--- src/sv/scr_ram.sv ---
`timescale 1ns / 1ps
module scr_ram #(
	parameter int WIDTH = 8,
	parameter int DEPTH = 32
) (
	input  logic                     clk,
	input  logic                     we,
	input  logic [$clog2(DEPTH)-1:0] waddr,
	input  logic [WIDTH-1:0]         wdata,
	input  logic [$clog2(DEPTH)-1:0] raddr,
	output logic [WIDTH-1:0]         rdata
);

	logic [WIDTH-1:0] mem_q [DEPTH];

	always_ff @(posedge clk) begin
		if (we) begin
			mem_q[waddr] <= wdata;
		end
		rdata <= mem_q[raddr];
	end

endmodule

--- config.mk ---
export PLATFORM = sky130hd
export DESIGN_NAME = scr_ram
export DESIGN_NICKNAME = d
export VERILOG_FILES = /design/src/sv/scr_ram.sv
export SDC_FILE = /design/constraint.sdc
export NUM_CORES = 1
export LEC_CHECK = 0
export ABC_CLOCK_PERIOD_IN_PS = 2200
export BUFFER_PORTS_ARGS = -buffer_cell sky130_fd_sc_hd__buf_4
export CAP_MARGIN = 15
export CELL_PAD_IN_SITES_DETAIL_PLACEMENT = 1
export CELL_PAD_IN_SITES_GLOBAL_PLACEMENT = 1
export CORE_MARGIN = 2
export CORE_UTILIZATION = 30
export CTS_CLUSTER_SIZE = 24
export DETAILED_ROUTE_END_ITERATION = 12
export PLACE_DENSITY = 0.6
export SYNTH_ARGS = -nofsm -noshare
export SYNTH_HDL_FRONTEND = slang
export SYNTH_SLANG_ARGS = --single-unit
--- constraint.sdc ---
create_clock -name clk -period 2.2 [get_ports clk]
set_clock_uncertainty 0.05 [all_clocks]
set_input_delay 0 -clock clk [delete_from_list [all_inputs] [get_ports clk]]
set_output_delay 0 -clock clk [all_outputs]
set_load 0.05 [all_outputs]
# Word level (Yosys, flattened, before mapping)
# Memories as Yosys holds them, arrays and structs flattened. A register that Yosys moved wholly into a read port is not among the register bits.
# Index checks and enable logic that the tools add are counted.
dict set report totals {
  ff_bits 0
  ramBits 256
  output_inout_bits 8
  word_cells 3
  mem_count 1
}
# name words width read_ports rd_ports_with_merged_regs wr line_no
set mem_list {}
lappend mem_list {mem_q 32 8 1 1 1 14} ;# logic [WIDTH-1:0] mem_q [DEPTH];
dict set report op_classes {
  muxes 2
}
# operator count
set ops {}
lappend ops {{1-bit 2-to-1 mux} 2}

# Longest topological paths before layout
# Gate-level depths: netlist (run 1).
dict set report depth {
  word_depth 2
  depth_mapped 5
  ltp_nobuf 3
}

# Least setup slack after synthesis (run 1)
# Ideal clock, no wire load.
dict set report synth_path {
  path_kind {input port to flip-flop}
  startpoint {input port raddr[2]}
  endpoint {register rdata[0], read port of mem_q}
  setup_ns 0.121
  t_arrival_ns 1.682
  required_ns 2.029
  setup_slack_ns 0.348
  cell_stages 5
  n_path_buf 2
  cell_sequence {clkbuf_1 clkbuf_1 mux4_2 mux4_2 mux2_2}
}
# item line_no
set synth_rtl {}
lappend synth_rtl {{from (decl)} 10} ;# input logic [$clog2(DEPTH)-1:0] raddr,
lappend synth_rtl {{to (decl)} 11} ;# output logic [WIDTH-1:0] rdata

# Worst setup path in the final report (run 1)
dict set report layout_path {
  startpoint {input port waddr[2]}
  endpoint {memory mem_q[9][5] (enable)}
}
# item line_no
set layout_rtl {}
lappend layout_rtl {{from (decl)} 8} ;# input logic [$clog2(DEPTH)-1:0] waddr,
lappend layout_rtl {{to (decl)} 14}
# No word-level cell before the write port.

==> results of run 1 <==
[synthesized netlist by cell type]
cell | n | area (um^2)
nand3_1 | 2 | 10.01
buf_1 | 6 | 22.52
buf_6 | 1 | 11.26
or3b_2 | 3 | 26.28
buf_2 | 1 | 5.000
clkbuf_1 | 6 | 22.52
mux2_2 | 8 | 90.09
nor2_1 | 33 | 123.9
dfxtp_1 | 8 | 160.2
nand3b_1 | 5 | 37.54
buf_4 | 6 | 45.04
or3_1 | 1 | 6.260
edfxtp_1 | 256 | 7687
nand2_1 | 1 | 3.750
mux4_2 | 80 | 1802
[per-layer routing]
layer	wire [um]	share of wire, %	GRT usage [%]
met1	10180	46	19.39
met2	10400	47	19.57
met3	1364	6.1	2.233
met4	414	1.9	2.900
met5	0	0	0
[power by group]
part	switching (mW)	internal, mW
combinational	0.376	0.276
sequential	0.0309	5.59
clock	1.91	2.73
total	2.31	8.59
[cell families (layout without fill, tap and decap cells)]
kind of cell,Yosys count,in the layout,synth area share [%]
buffers and inverters,20,127,1.058
multiplexers,88,88,18.82
AND/OR/NAND/NOR,45,45,2.066
flip-flops,264,264,78.06
[cell type report]
class / instances / area share [%]
clock inverter: 22 / 1.886
clock buffer: 28 / 5.626
timing repair buffer: 77 / 5.471
sequential: 264 / 64.99
multi-input combinational: 133 / 17.39
tap: 448 / 4.642
[state kept, by name, indices dropped and copies added, names as in the netlist]
signal  flops
rdata       8
mem_q     256
[worst min path at each step]
stage          startpoint  cells after the start                    end  slack, ns
2_1_floorplan    wdata[0]                      0  mem_q[0][0]$_DFFE_PP_       0.05
3_3_place_gp     raddr[3]                      2       rdata[3]$_DFF_P_       0.33
3_5_place_dp     raddr[3]                      2       rdata[7]$_DFF_P_       0.34
4_1_cts          raddr[4]                      3       rdata[4]$_DFF_P_      0.007
5_1_grt          raddr[4]                      3       rdata[6]$_DFF_P_       0.03
6_report         raddr[4]                      3       rdata[4]$_DFF_P_       0.03
[through the flow]
step / std cells / power (mW)
after CTS: 972 / 11.03
after floorplan: 417 / 6.085
final: 972 / 10.91
after detailed placement: 909 / 6.379
after global routing: 972 / 11.23
after global placement: 909 / 6.358
[critical path: stages]
cell,delay [ns]
dlygate4sd3_1,0.54
buf_4,0.17
or3b_2,0.49
dlygate4sd3_1,0.61
nor2_1,0.19
buf_4,0.23
[layout by cell type (no fill, tap or decap), types with 5 or more instances in the layout]
cell | Yosys | layout
edfxtp_1 | 256 | 256
mux4_2 | 80 | 80
buf_4 | 6 | 60
nor2_1 | 33 | 33
clkbuf_16 | 0 | 27
dlygate4sd3_1 | 0 | 13
mux2_2 | 8 | 8
dfxtp_1 | 8 | 8
clkinv_1 | 0 | 7
nand3b_1 | 5 | 5
[timing repair]
item                                   CTS  global route
hold buffers                            13             0
setup buffers                            0             0
endpoints found under the hold margin  268             0
setup endpoints to repair                0             0
==> run_results.csv, run 1 <==
group,metric,value,unit
outcome,status,"finished, final reports clean",
setup_path,end_kind,"flip-flop",
timing,fin_ws,0.1550,ns
routing,final_antenna_net_count,0,
routing,vias,4610,
run,cap_violations,0,
yosys,syn-instance-count,417,
global_routing,grtUsageTotal,12.87,%
setup_path,critPathLaunchType,"input pin",
cts,post_cts_resized,0,
timing,drv_slew,0,
setup_path,reg2reg_depth,3,
cts,cts_buffer_depth,3,
yosys,syn_nets,437,
routing,via_per_inst,4.743,
cts,path_clk_slew,0.06,ns
routing,first_iter_violations,472,
place,dp_slack,0.2016,ns
yosys,synthesis.area,10050,um^2
routing,wirelength,22360,um
setup_path,critPathMaxFanout,8,
global_routing,grt_max_degree,49,
timing,fin_crit,2.045,ns
cts,cts_tree,"yes",
floorplan,rows,67,
yosys,synth_seq_area_share,78.06,%
finish,drive_above_1_share,37.60,%
timing,fmax,489.0,MHz
yosys,syn_avg_cell_area,24.11,um^2
cts,cts_buffers,27,
routing,wl_per_cell,23.01,um
timing,worst_slew_pin_slew,0.5101,ns
cts,insertion_delay,0.54,ns
floorplan,core_area,33280,um^2
routing,dr.pass1.iters,4,
timing,whs,0.02975,ns
timing,post-route-period-util,92.96,%
finish,syn_to_final_growth,20.11,%
global_routing,grt_pass1_wl,33580,um
setup_path,crit_start,"waddr[2]",
floorplan,start_util,30.21,%
setup_path,r2r-end,"rdata[7]$_DFF_P_",
global_routing,grt_overflow,0,
cts,htree_levels,1,
finish,seqCellArea,7848,um^2
cts,clock_sinks,264,
timing,hold_violations,0,
finish,antenna_cells,0,
routing,drcViolationCount,0,
place,port_buffers,27,
pwr,powerDensity,903.4,nW/um^2
global_routing,grt_pass1_vias,4941,
cts,cts-root-buf,"clkbuf_16",
setup_path,critPathCapture,"mem_q[9][5]$_DFFE_PP_",
place,place_area,11040,um^2
timing,fin_tns_setup,0,ns
setup_path,crit_arrival,2.23,ns
finish,utilization,36.28,%
finish,fin_nets,523,
yosys,synth_cell_types,15,
place,place_hpwl,13940,um
place,gp_congestion,0.7524,
pwr,peakVddDrop,0.6216,mV
timing,grt_setup_unrepaired,"no",
floorplan,io_pins,28,
global_routing,antenna_found_initial,0,
timing,slew_headroom,65.89,%
min_path,min_path_type,"in -> reg",
floorplan,dieArea,34990,um^2
floorplan,die_w,187.1,um
yosys,synth_seq_cells,264,
finish,multiInputGateArea,2100,um^2
setup_path,reg2reg_slack,0.30,ns
pwr,p_leak,3.799,nW
finish,fillers,3237,
setup_path,r2r-start,"mem_q[29][7]$_DFFE_PP_",
timing,setup_viol,0,
setup_path,worst-setup-path-type,"in -> reg",
yosys,yosys_warnings,0,
finish,fin_area,12080,um^2
floorplan,fp.dieH,187.1,um
setup_path,required,2.39,ns
Note: power is estimated with default switching activity, not from simulation.
==> run 2, diff against run 1 <==
--- a/config.mk
+++ b/config.mk
@@ -15,6 +15,7 @@
 export CTS_CLUSTER_SIZE = 24
 export DETAILED_ROUTE_END_ITERATION = 12
 export PLACE_DENSITY = 0.6
+export RECOVER_POWER = 50
 export SYNTH_ARGS = -nofsm -noshare
 export SYNTH_HDL_FRONTEND = slang
 export SYNTH_SLANG_ARGS = --single-unit
==> run 2 against run 1 <==
Effect of this change: highest routed layer unchanged; non-clock buffer count stayed put; clock power barely moved; global-route usage unchanged; register-to-register slack is essentially flat; die area stayed put; critical path depth is the same; final cell count unchanged; combinational power down 0.9%; fmax about the same; the flow now finishes with violations (max-capacitance violations, max-slew violations); sequential share of layout area rose by 0.18 points; hold slack lost 0.0031 ns.
==> run_results.csv, run 2 (synthesis results as in run 1) <==
group,metric,value,unit
timing,worst_slew_pin_slew,1.611,ns
setup_path,crit_path_top_delay_cell,"dlygate4sd3_1",
place,gp_congestion,0.7524,
floorplan,core_area,33280,um^2
routing,dr.pass1.iters,5,
timing,fin_tns_setup,0,ns
global_routing,grt_util_met2,19.57,%
timing,setup_viol,0,
finish,drive_above_1_share,35.88,%
setup_path,critPathMaxFanout,8,
cts,cts_tree,"yes",
floorplan,dieArea,34990,um^2
finish,regMostFlops,"mem_q",
floorplan,start_util,30.21,%
place,place_hpwl,13940,um
finish,largest_register_ffs,256,
cts,cts_buffers,27,
global_routing,gr-usage-met1,19.39,%
global_routing,grt_max_degree,49,
pwr,finalPower,10.92,mW
finish,syn_to_final_growth,19.78,%
timing,post-route-period-util,92.91,%
routing,drcViolationCount,0,
global_routing,grt_most_used_layer,"met2",
cts,path_clk_slew,0.06,ns
place,port_buffers,27,
routing,via_per_inst,4.763,
cts,cts_setup_buffers,0,
timing,hold_violations,0,
setup_path,critPathLaunchType,"input pin",
cts,cts_buffer_depth,3,
finish,layout_common_cells,"edfxtp_1 (256), mux4_2 (80), buf_4 (51)",
setup_path,crit_arrival,2.23,ns
timing,fmax,489.3,MHz
timing,fin_crit,2.044,ns
min_path,min_path_type,"in -> reg",
timing,grt_setup_unrepaired,"no",
floorplan,io_pins,28,
finish,final_common_cell,"edfxtp_1",
global_routing,grt_overflow,0,
finish,fillers,3242,
setup_path,crit_buf_inv,4,
global_routing,met3_usage,2.233,%
routing,first_iter_violations,444,
global_routing,antenna_found_initial,0,
timing,fin_ws,0.1561,ns
finish,multiInputGateArea,2100,um^2
setup_path,end_kind,"flip-flop",
setup_path,cpPeakStageDelay,0.61,ns
finish,fin_nets,523,
finish,antenna_cells,0,
pwr,combPwrFrac,5.9,%
outcome,status,"complete, but fails checks",
global_routing,grt_pass1_wl,33580,um
pwr,p_sw,2.326,mW
setup_path,path_cells,"dlygate4sd3_1 -> buf_4 -> or3b_2 -> dlygate4sd3_1 -> nor2_1 -> buf_4",
pwr,p_seq_share,51.5,%
pwr,power_switching_share,21.30,%
setup_path,required,2.39,ns
pwr,pwr-share-clk,42.5,%
finish,top_regs,"mem_q: 256 flops, rdata: 8 flops",
timing,slew_headroom,-7.420,%
setup_path,worst-setup-path-type,"in -> reg",
global_routing,grtUsageTotal,12.87,%
cts,htree_levels,1,
cts,clock_sinks,264,
setup_path,cp_top_family,"buffers and inverters",
timing,drv_slew,165,
cts,insertion_delay,0.54,ns
floorplan,die_w,187.1,um
floorplan,fp.dieH,187.1,um
place,dp_slack,0.2016,ns
pwr,peakVddDrop,0.6213,mV
cts,cts-root-buf,"clkbuf_16",
run,cap_violations,5,
finish,seqCellArea,7848,um^2
routing,wirelength,22350,um
global_routing,grt_pass1_vias,4941,
pwr,intPower,8.593,mW
routing,final_antenna_net_count,0,
outcome,violations,"max-capacitance violations, max-slew violations",
pwr,powerDensity,906.8,nW/um^2
routing,vias,4630,
pwr,p_leak,3.765,nW
floorplan,rows,67,
routing,wl_per_cell,22.99,um
==> run 2: cell count changes in the layout (fill, tap and decap cells not counted) <==
cell and change:
buf_4 -9, clkbuf_1 +9
==> run 2: final timing paths <==
| kind | endpoint | from | cells past startpoint | slack, ns |
|---|---|---|---|---|
| worst max-delay path | mem_q[9][5]$_DFFE_PP_ | waddr[2] | 6 | 0.16 |
| worst min register to register | rdata[4]$_DFF_P_ | mem_q[20][4]$_DFFE_PP_ | 3 | 0.88 |
| worst max register to register | rdata[7]$_DFF_P_ | mem_q[29][7]$_DFFE_PP_ | 3 | 0.30 |
| worst min-delay path | rdata[4]$_DFF_P_ | raddr[4] | 3 | 0.03 |
==> run 2: routing by layer <==
metal | wire length [um] | vias up
li1 | - | 1951
met1 | 10320 | 2509
met2 | 10290 | 140
met3 | 1328 | 30
met4 | 415 | 0
met5 | 0 | -
==> run 2: worst register-to-register path, cell delays in order, from the launching register on <==
cell and delay (ns):
edfxtp_1 0.37, mux4_2 0.53, mux4_2 0.54, mux2_2 0.29
==> run 2: stage by stage <==
stage / util [%] / cells / hold WS [ns] / instance area [um^2]
CTS: 36.28 / 972 / 0.006518 / 12080
global placement: 33.17 / 909 / 0.3335 / 11040
global route: 36.18 / 972 / 0.03022 / 12040
floorplan: - / 417 / 0.04887 / 10050
finish: 36.18 / 972 / 0.02664 / 12040
detailed placement: 33.17 / 909 / 0.3403 / 11040
==> run 2: power by group through the flow <==
stage	logic (mW)	clock network (mW)	registers, mW
after floorplan	0.298	0	5.79
after global placement	0.632	0	5.73
after detailed placement	0.649	0	5.73
after CTS	0.669	4.74	5.62
after global routing	0.691	4.91	5.63
final	0.646	4.65	5.63
==> run 2: cell type report <==
cell class	instances	area share [%]
clock buffer	28	5.642
clock inverter	22	1.891
multi-input combinational	133	17.44
tap	448	4.655
sequential	264	65.17
timing repair buffer	77	5.206
==> run 2: repair_timing <==
item,4_1_cts,5_1_grt
hold buffers,13,0
gates resized for setup,0,0
endpoints found under the hold margin,268,0
